==> src/hw/rtl/ccfg_pkg.sv <==
// shared types, constants and microcode table of the coulomb counter fuel gauge
package ccfg_pkg;

    // arithmetic constants
    localparam logic [31:0] MS_PER_HOUR  = 32'd3600000;
    localparam logic [14:0] PCT_Q8_FULL  = 15'd25600;
    localparam logic [15:0] CAP_RESET    = 16'd1000;

    // divider iteration counts, two quotient bits per iteration
    localparam int          DIV_ITER_W    = 5;
    localparam logic [DIV_ITER_W-1:0] STEP_DIV_ITERS = 5'd22;
    localparam logic [DIV_ITER_W-1:0] PCT_DIV_ITERS  = 5'd8;

    // divider control from the sequencer
    typedef struct packed {
        logic                  start;
        logic [DIV_ITER_W-1:0] iters;
    } t_div_ctl;

    // micro operations, one per step
    typedef enum logic [3:0] {
        UOP_FETCH,
        UOP_MUL,
        UOP_DIV_STEP,
        UOP_WAIT,
        UOP_APPLY,
        UOP_PCT_MUL,
        UOP_DIV_PCT,
        UOP_OUT,
        UOP_LOAD
    } t_uop;

    // sequencing conditions
    typedef enum logic [2:0] {
        UC_NEXT,
        UC_GOTO,
        UC_IN_WAIT,
        UC_DIV_BUSY,
        UC_OUT_WAIT
    } t_ucond;

    typedef logic [3:0] t_upc;

    typedef struct packed {
        t_uop   op;
        t_ucond cond;
        t_upc   target;
    } t_uword;

    // step addresses
    localparam t_upc PC_FETCH    = 4'd0;
    localparam t_upc PC_MUL      = 4'd1;
    localparam t_upc PC_DIV_STEP = 4'd2;
    localparam t_upc PC_WAIT_STP = 4'd3;
    localparam t_upc PC_APPLY    = 4'd4;
    localparam t_upc PC_PCT_MUL  = 4'd5;
    localparam t_upc PC_DIV_PCT  = 4'd6;
    localparam t_upc PC_WAIT_PCT = 4'd7;
    localparam t_upc PC_OUT      = 4'd8;
    localparam t_upc PC_LOAD     = 4'd9;

    // microcode rom
    function automatic t_uword ucode_rom(input t_upc pc);
        t_uword w;
        begin
            case (pc)
                PC_FETCH:    w = '{op: UOP_FETCH,    cond: UC_IN_WAIT,  target: PC_LOAD};
                PC_MUL:      w = '{op: UOP_MUL,      cond: UC_NEXT,     target: PC_FETCH};
                PC_DIV_STEP: w = '{op: UOP_DIV_STEP, cond: UC_NEXT,     target: PC_FETCH};
                PC_WAIT_STP: w = '{op: UOP_WAIT,     cond: UC_DIV_BUSY, target: PC_FETCH};
                PC_APPLY:    w = '{op: UOP_APPLY,    cond: UC_NEXT,     target: PC_FETCH};
                PC_PCT_MUL:  w = '{op: UOP_PCT_MUL,  cond: UC_NEXT,     target: PC_FETCH};
                PC_DIV_PCT:  w = '{op: UOP_DIV_PCT,  cond: UC_NEXT,     target: PC_FETCH};
                PC_WAIT_PCT: w = '{op: UOP_WAIT,     cond: UC_DIV_BUSY, target: PC_FETCH};
                PC_OUT:      w = '{op: UOP_OUT,      cond: UC_OUT_WAIT, target: PC_FETCH};
                PC_LOAD:     w = '{op: UOP_LOAD,     cond: UC_GOTO,     target: PC_PCT_MUL};
                default:     w = '{op: UOP_WAIT,     cond: UC_GOTO,     target: PC_FETCH};
            endcase
            return w;
        end
    endfunction

endpackage

==> src/hw/rtl/ccfg_div.sv <==
// radix-4 restoring divider, two quotient bits per clock
module ccfg_div
    import ccfg_pkg::*;
(
    input  logic                  i_clk,
    input  logic                  i_rst_n,
    input  t_div_ctl              i_ctl,
    input  logic [31:0]           i_rem,
    input  logic [63:0]           i_qd,
    input  logic [31:0]           i_divisor,
    output logic                  o_busy,
    output logic [63:0]           o_quot
);

    logic                  r_busy;
    logic [DIV_ITER_W-1:0] r_cnt;
    logic [31:0]           r_rem;
    logic [63:0]           r_qd;
    logic [31:0]           r_div;

    logic [32:0] w_t1, w_d1, w_t2, w_d2;
    logic        w_ge1, w_ge2;
    logic [31:0] w_r1, w_r2;
    logic [63:0] n_qd;

    // two restoring subtract steps
    always_comb begin
        w_t1  = {r_rem, r_qd[63]};
        w_d1  = w_t1 - {1'b0, r_div};
        w_ge1 = (w_t1 >= {1'b0, r_div});
        w_r1  = w_ge1 ? w_d1[31:0] : w_t1[31:0];
        w_t2  = {w_r1, r_qd[62]};
        w_d2  = w_t2 - {1'b0, r_div};
        w_ge2 = (w_t2 >= {1'b0, r_div});
        w_r2  = w_ge2 ? w_d2[31:0] : w_t2[31:0];
        n_qd  = {r_qd[61:0], w_ge1, w_ge2};
    end

    // iteration control
    always_ff @(posedge i_clk) begin
        if (!i_rst_n) begin
            r_busy <= 1'b0;
            r_cnt  <= '0;
        end else if (i_ctl.start) begin
            r_busy <= 1'b1;
            r_cnt  <= i_ctl.iters;
        end else if (r_busy) begin
            r_cnt <= r_cnt - 1'b1;
            if (r_cnt == DIV_ITER_W'(1)) begin
                r_busy <= 1'b0;
            end
        end
    end

    // remainder and dividend/quotient shift register
    always_ff @(posedge i_clk) begin
        if (i_ctl.start) begin
            r_rem <= i_rem;
            r_qd  <= i_qd;
            r_div <= i_divisor;
        end else if (r_busy) begin
            r_rem <= w_r2;
            r_qd  <= n_qd;
        end
    end

    assign o_busy = r_busy;
    assign o_quot = r_qd;

endmodule

==> src/hw/rtl/coulomb_counter_fuel_gauge.sv <==
// coulomb counter fuel gauge top level: microcoded sequencer and datapath
//
// Trapezoidal coulomb counter. Each current sample word integrates
// (I + Iprev) / 2 * dt into the used capacity (mAh, Q16.16), subtracting while
// charging and adding otherwise, clamped to 0..capacity; a load word presets
// the used capacity. Every word returns one result word with used capacity,
// remaining percent (Q8.8) and the charge moved by the sample. A small
// microcode program drives one 17x32 multiplier, one 32x15 multiplier and a
// shared radix-4 divider, which runs 22 iterations for the division by
// 3600000 and 8 for the percent. One word is in flight at a time; a new
// word is accepted while the previous result still waits in the output
// register, which holds one result until it is taken. The capacity
// register is written through i_cfg_we/i_cfg_wdata; the user must write it
// only while the block is idle, which the block itself does not enforce.
module coulomb_counter_fuel_gauge
    import ccfg_pkg::*;
(
    input  logic               i_clk,
    input  logic               i_rst_n,
    // input words
    input  logic               i_in_valid,
    output logic               o_in_ready,
    input  logic               i_kind,
    input  logic signed [15:0] i_current_ma,
    input  logic [31:0]        i_time_ms,
    input  logic               i_charging,
    input  logic [31:0]        i_load_value,
    // result words
    output logic               o_out_valid,
    input  logic               i_out_ready,
    output logic [31:0]        o_used_q16,
    output logic [14:0]        o_remaining_pct_q8,
    output logic signed [42:0] o_step_charge_q16,
    // capacity register
    input  logic               i_cfg_we,
    input  logic [15:0]        i_cfg_wdata
);

    // sequencer state
    t_upc   r_pc;
    t_upc   n_pc;
    t_uword w_uw;

    // architectural state
    logic [15:0]        r_cap;
    logic [31:0]        r_used;
    logic signed [15:0] r_last_cur;
    logic [31:0]        r_last_time;

    // captured input word
    logic signed [15:0] r_cur;
    logic [31:0]        r_time;
    logic               r_chg;
    logic [31:0]        r_load;

    // datapath registers
    logic               r_neg;
    logic [63:0]        r_acc;
    logic signed [42:0] r_step;
    logic               r_pct_zero;

    // output register
    logic               r_out_valid;
    logic [31:0]        r_o_used;
    logic [14:0]        r_o_pct;
    logic signed [42:0] r_o_step;

    // divider interface
    t_div_ctl    w_div_ctl;
    logic [31:0] w_div_rem;
    logic [63:0] w_div_qd;
    logic [31:0] w_div_divisor;
    logic        w_div_busy;
    logic [63:0] w_div_quot;

    // datapath wires
    logic               w_in_accept;
    logic               w_out_fire;
    logic [31:0]        w_cap_q16;
    logic signed [16:0] w_sum;
    logic [16:0]        w_sum_u;
    logic [16:0]        w_mag;
    logic [31:0]        w_dt;
    logic [48:0]        w_prod;
    logic [42:0]        w_q;
    logic signed [42:0] w_step;
    logic signed [44:0] w_u;
    logic [31:0]        w_used_new;
    logic [31:0]        w_diff;
    logic [46:0]        w_pct_prod;
    logic [31:0]        w_load_sat;

    assign w_uw        = ucode_rom(r_pc);
    assign o_in_ready  = (w_uw.op == UOP_FETCH);
    assign w_in_accept = i_in_valid && o_in_ready;
    assign w_out_fire  = (w_uw.op == UOP_OUT) && (!r_out_valid || i_out_ready);
    assign w_cap_q16   = {r_cap, 16'd0};

    // next step
    always_comb begin
        n_pc = r_pc;
        case (w_uw.cond)
            UC_NEXT:     n_pc = r_pc + 4'd1;
            UC_GOTO:     n_pc = w_uw.target;
            UC_IN_WAIT: begin
                if (i_in_valid) begin
                    n_pc = i_kind ? w_uw.target : r_pc + 4'd1;
                end
            end
            UC_DIV_BUSY: n_pc = w_div_busy ? r_pc : r_pc + 4'd1;
            UC_OUT_WAIT: n_pc = (!r_out_valid || i_out_ready) ? w_uw.target : r_pc;
            default:     n_pc = PC_FETCH;
        endcase
    end

    always_ff @(posedge i_clk) begin
        if (!i_rst_n) begin
            r_pc <= PC_FETCH;
        end else begin
            r_pc <= n_pc;
        end
    end

    // trapezoid product: |I + Iprev| * dt
    always_comb begin
        w_sum   = 17'(r_cur) + 17'(r_last_cur);
        w_sum_u = w_sum;
        w_mag   = w_sum[16] ? (17'd0 - w_sum_u) : w_sum_u;
        w_dt    = r_time - r_last_time;
        w_prod  = w_mag * w_dt;
    end

    // signed step charge and clamped used capacity
    always_comb begin
        w_q    = w_div_quot[42:0];
        w_step = r_neg ? $signed(43'd0 - w_q) : $signed(w_q);
        if (r_chg) begin
            w_u = $signed({13'd0, r_used}) - 45'(w_step);
        end else begin
            w_u = $signed({13'd0, r_used}) + 45'(w_step);
        end
        if (w_u[44]) begin
            w_used_new = 32'd0;
        end else if (w_u[43:0] > {12'd0, w_cap_q16}) begin
            w_used_new = w_cap_q16;
        end else begin
            w_used_new = w_u[31:0];
        end
    end

    // percent numerator and load saturation
    assign w_diff     = w_cap_q16 - r_used;
    assign w_pct_prod = w_diff * PCT_Q8_FULL;
    assign w_load_sat = (r_load > w_cap_q16) ? w_cap_q16 : r_load;

    // divider operand selection
    always_comb begin
        w_div_ctl.start = (w_uw.op == UOP_DIV_STEP) || (w_uw.op == UOP_DIV_PCT);
        if (w_uw.op == UOP_DIV_STEP) begin
            w_div_ctl.iters = STEP_DIV_ITERS;
            w_div_rem       = {12'd0, r_acc[63:44]};
            w_div_qd        = {r_acc[43:0], 20'd0};
            w_div_divisor   = MS_PER_HOUR;
        end else begin
            w_div_ctl.iters = PCT_DIV_ITERS;
            w_div_rem       = r_acc[47:16];
            w_div_qd        = {r_acc[15:0], 48'd0};
            w_div_divisor   = w_cap_q16;
        end
    end

    ccfg_div u_div (
        .i_clk     (i_clk),
        .i_rst_n   (i_rst_n),
        .i_ctl     (w_div_ctl),
        .i_rem     (w_div_rem),
        .i_qd      (w_div_qd),
        .i_divisor (w_div_divisor),
        .o_busy    (w_div_busy),
        .o_quot    (w_div_quot)
    );

    // capacity register and gauge state
    always_ff @(posedge i_clk) begin
        if (!i_rst_n) begin
            r_cap       <= CAP_RESET;
            r_used      <= 32'd0;
            r_last_cur  <= 16'sd0;
            r_last_time <= 32'd0;
        end else begin
            if (i_cfg_we) begin
                r_cap <= i_cfg_wdata;
            end
            if (w_uw.op == UOP_MUL) begin
                r_last_cur  <= r_cur;
                r_last_time <= r_time;
            end
            if (w_uw.op == UOP_APPLY) begin
                r_used <= w_used_new;
            end else if (w_uw.op == UOP_LOAD) begin
                r_used <= w_load_sat;
            end
        end
    end

    // input capture and datapath registers
    always_ff @(posedge i_clk) begin
        if (w_in_accept) begin
            r_cur  <= i_current_ma;
            r_time <= i_time_ms;
            r_chg  <= i_charging;
            r_load <= i_load_value;
        end
        case (w_uw.op)
            UOP_MUL: begin
                r_neg <= w_sum[16];
                r_acc <= {w_prod, 15'd0};
            end
            UOP_APPLY: begin
                r_step <= w_step;
            end
            UOP_LOAD: begin
                r_step <= 43'sd0;
            end
            UOP_PCT_MUL: begin
                r_pct_zero <= (r_cap == 16'd0) || (r_used >= w_cap_q16);
                r_acc      <= {17'd0, w_pct_prod};
            end
            default: begin
            end
        endcase
    end

    // output register
    always_ff @(posedge i_clk) begin
        if (!i_rst_n) begin
            r_out_valid <= 1'b0;
        end else if (w_out_fire) begin
            r_out_valid <= 1'b1;
        end else if (i_out_ready) begin
            r_out_valid <= 1'b0;
        end
    end

    always_ff @(posedge i_clk) begin
        if (w_out_fire) begin
            r_o_used <= r_used;
            r_o_pct  <= r_pct_zero ? 15'd0 : w_div_quot[14:0];
            r_o_step <= r_step;
        end
    end

    assign o_out_valid        = r_out_valid;
    assign o_used_q16         = r_o_used;
    assign o_remaining_pct_q8 = r_o_pct;
    assign o_step_charge_q16  = r_o_step;

    // the divider is idle whenever a word can be accepted
    a_idle_div: assert property (@(posedge i_clk) disable iff (!i_rst_n)
        o_in_ready |-> !w_div_busy)
        else $error("divider busy while accepting a word");

    // a load word branches straight to the preset step
    a_load_branch: assert property (@(posedge i_clk) disable iff (!i_rst_n)
        (w_in_accept && i_kind) |=> (r_pc == PC_LOAD))
        else $error("load word did not branch to preset step");

    // a result only appears from the output step
    a_out_src: assert property (@(posedge i_clk) disable iff (!i_rst_n)
        $rose(r_out_valid) |-> $past(w_uw.op == UOP_OUT))
        else $error("result valid raised outside output step");

    // percent never exceeds 100
    a_pct_range: assert property (@(posedge i_clk) disable iff (!i_rst_n)
        r_out_valid |-> (r_o_pct <= PCT_Q8_FULL))
        else $error("remaining percent above full scale");

endmodule
==> config.mk <==
export PLATFORM = sky130hd
export DESIGN_NAME = coulomb_counter_fuel_gauge
export DESIGN_NICKNAME = d
export VERILOG_FILES = /design/src/hw/rtl/ccfg_pkg.sv /design/src/hw/rtl/ccfg_div.sv /design/src/hw/rtl/coulomb_counter_fuel_gauge.sv
export SDC_FILE = /design/constraint.sdc
export NUM_CORES = 2
export LEC_CHECK = 0
export ABC_CLOCK_PERIOD_IN_PS = 17200
export BUFFER_PORTS_ARGS = -buffer_cell sky130_fd_sc_hd__buf_2
export CAP_MARGIN = 25
export CELL_PAD_IN_SITES_DETAIL_PLACEMENT = 0
export CELL_PAD_IN_SITES_GLOBAL_PLACEMENT = 2
export CORE_ASPECT_RATIO = 1.2
export CORE_UTILIZATION = 44
export CTS_BUF_LIST = sky130_fd_sc_hd__clkbuf_8 sky130_fd_sc_hd__clkbuf_16
export DETAILED_ROUTE_END_ITERATION = 10
export PLACE_DENSITY_LB_ADDON = 0.1
export SLEW_MARGIN = 5
export SYNTH_ARGS = -nofsm -noshare
export SYNTH_HDL_FRONTEND = slang
export SYNTH_SLANG_ARGS = --single-unit
==> constraint.sdc <==
create_clock -name i_clk -period 17.2 [get_ports i_clk]
set_input_delay 0.86 -clock i_clk [delete_from_list [all_inputs] [get_ports i_clk]]
set_output_delay 0.86 -clock i_clk [all_outputs]
set_load 0.05 [all_outputs]
==> run metrics <==
hold slack=~0.36 ns; Die Y-Extent=371 µm; fin cells=7,097; crit path DAT=11.94 ns; P&R area growth vs syn=9.87%; cell area after layout=around 55,000 µm²; DPL Wire Length=about 120,000 µm; row count=135; clk_skew=approximately 0.033 ns; initial antenna violation count=5; CTS max path bufs=3; Warnings, synthesis=0; Post-synth EDFFs=383; largest net degree at the start of global routing=80; Final setup violation count=0; number of remaining DRC errors=0; fmax=around 86 MHz; max_cap viols=0; synthesized area per cell=just over 9 µm²; Die ar.=between 100,000 and 150,000 µm²; share of cells above drive strength 1=0.0843; initial core utilization=0.443; grt total ovfl=0; Final Hold Violating Endpoints=0; CP Launch Type=flop; Worst-path clk slew=~0.06 ns; later-pin clock latency in the skew report=about 0.67 ns; cts hold-fix bufs=0; crit share post-route=0.672; # nets final=roughly 6,500; fin crit period=~12 ns; Post-CTS Setup Inserts=0; GP Congestion=around 0.91; Via density=5.37; commonest non-fill, non-tap cell in the layout=inv_1; Final Max Tran Viols=0; FF/Latch Area=approximately 14,000 µm²; Clock Sinks=roughly 500; global-route wire length before repair=231,000 µm; Max FO, Critical Path=32; Critical Path Most Common Cell=o21ai_0; CTS buffer count=between 50 and 60; TritonCTS clock tree=done; Routed WL=151,000 µm; register area share after synthesis=0.277; distinct cell type count after synthesis=89; Crit Path Class=flop to flop; Hold Path Class=input port to flop; status=finished clean; DR pass1 iterations=5; Worst Path Required=between 15 and 20 ns; post-synth net total=around 6,400; cell count after synthesis=approximately 5,400; vias=between 30,000 and 40,000; total core area=roughly 110,000 µm²; Worst-Margin Slew=1.13 ns; antenna viol nets, final=0; die width=between 300 and 400 µm; Global Route Usage Sum=0.265; Avg WL per Cell=approximately 21 µm; post_cts resized=0; I/O pin count=slightly below 200; Multi-input gate area=between 30,000 and 40,000 µm²; leading cell types in the layout, fill and taps excluded=inv_1, nand2_1, fa_1; H-tree lvl count=2; main flop type after synthesis=edfxtp_1; unrepaired setup endpoints after global routing=false; TNS Setup=0 ns; number of port buffers=slightly below 200; Filler Cell Count=about 11,000; Post-Syn Area=between 40,000 and 50,000 µm²; CP Capture Type=flop; Slowest cell on crit path=a31oi_1; max incr delay on CP=roughly 0.60 ns; Placed Cells incl. Taps=about 7,000; Post-synth ARST share=0; Slew headroom=0.240; DR iter-0 viols=2,168; number of synthesized register bits=499; DP Area=about 53,000 µm²; CTS Root Buffer Type=clkbuf_16; vias in the first global route=around 39,000
critical path: cells and delay by family (launching register included):
kind | cells | cell delay (ns)
flip-flops | 1 | 0.35
adder cells (fa/ha/maj) | 9 | 4.04
AND/OR/NAND/NOR | 5 | 0.77
XOR/XNOR | 2 | 0.30
buffers and inverters | 8 | 1.12
AO/OA/AOI/OAI | 21 | 4.62
metal layers:
metal	global-route usage	wire length, µm	up-vias
met5	0	0	-
met4	0.112	7250	0
met3	0.0226	4750	245
met2	0.495	79200	803
met1	0.308	60200	18800
li1	-	-	18300
metrics by stage:
stage           util  setup slack, ns
3_3_place_gp   0.469             5.78
2_1_floorplan      -             6.87
4_1_cts        0.487             5.55
5_1_grt        0.487             4.55
3_5_place_dp   0.469             5.59
6_report       0.487             5.64
layout make-up:
cell class                 instances  area share
multi-input combinational       3849       0.588
sequential                       499       0.252
inverter                         861      0.0589
timing repair buffer             276      0.0289
clock buffer                      60      0.0265
tap                             1507      0.0344
clock inverter                    42      0.0110
antenna                            3    0.000137
path summary, 6_finish.rpt:
kind              slack (ns)                               to  depth (start not counted)                      from
setup / recovery        5.64          r_acc[62]$_SDFFCE_PP0P_                         45        r_cur[0]$_DFFE_PP_
hold / removal          0.36              r_cur[14]$_DFFE_PP_                          1          i_current_ma[14]
setup reg to reg        5.64          r_acc[62]$_SDFFCE_PP0P_                         45        r_cur[0]$_DFFE_PP_
hold reg to reg         0.41  o_step_charge_q16[30]$_DFFE_PP_                          0  r_step[30]$_SDFFCE_PP0P_
kinds of logic after synthesis:
group,count (synthesis),share of synthesized area
mux,68,0.0142
flops,499,0.277
xor+xnor,315,0.0556
simple gates,1621,0.154
compound gates,960,0.124
fa+ha+maj,885,0.294
buf+inv,1076,0.0816
registers in the layout (all words and copies together), names as in the netlist:
register and flops:
o_out_valid 1, o_remaining_pct_q8 15, o_step_charge_q16 43, o_used_q16 32, r_acc 54, r_cap 16, r_chg 1, r_cur 16
r_last_cur 16, r_last_time 32, r_load 32, r_neg 1, r_pc 4, r_pct_zero 1, r_step 43, r_time 32
r_used 32, u_div.o_busy 1, u_div.o_quot 64, u_div.r_cnt 5, u_div.r_div 17, u_div.r_rem 32, w_uw 9
Yosys cell counts, types with 8 or more instances:
master / number / area [µm²]
or4_1: 12 / 90.1
nand2_1: 641 / 2410
nor3_1: 58 / 290
o21bai_1: 18 / 135
a21oi_1: 284 / 1420
xnor2_1: 161 / 1410
a41oi_1: 12 / 105
and2_1: 101 / 632
or2_2: 17 / 106
a32oi_1: 14 / 123
or3_1: 37 / 231
ha_1: 406 / 5080
nor4_1: 30 / 188
nand4b_1: 8 / 70.1
clkbuf_1: 195 / 732
a22o_1: 29 / 254
fa_1: 479 / 9590
edfxtp_1: 383 / 11500
xor2_1: 153 / 1340
nor3b_1: 8 / 60.1
nand3_1: 86 / 430
nand3b_1: 8 / 60.1
a22oi_1: 28 / 210
o21a_1: 37 / 278
a31oi_1: 29 / 181
and3_1: 31 / 194
nor2_1: 346 / 1300
o31a_1: 9 / 78.8
a211oi_1: 27 / 203
mux2_2: 22 / 248
inv_1: 858 / 3220
o211ai_1: 21 / 158
a211o_1: 9 / 78.8
nand2b_1: 69 / 432
o21ai_0: 191 / 956
nor2b_1: 106 / 663
a31o_2: 9 / 78.8
mux2i_1: 46 / 460
buf_1: 8 / 30.0
o41ai_1: 22 / 193
o221ai_1: 16 / 140
a21o_1: 108 / 811
nand4_1: 34 / 213
o31ai_1: 33 / 248
dfxtp_1: 116 / 2320
Power is not shown: default switching activity piles up to over one toggle a cycle in this logic, so the estimate is an artifact.
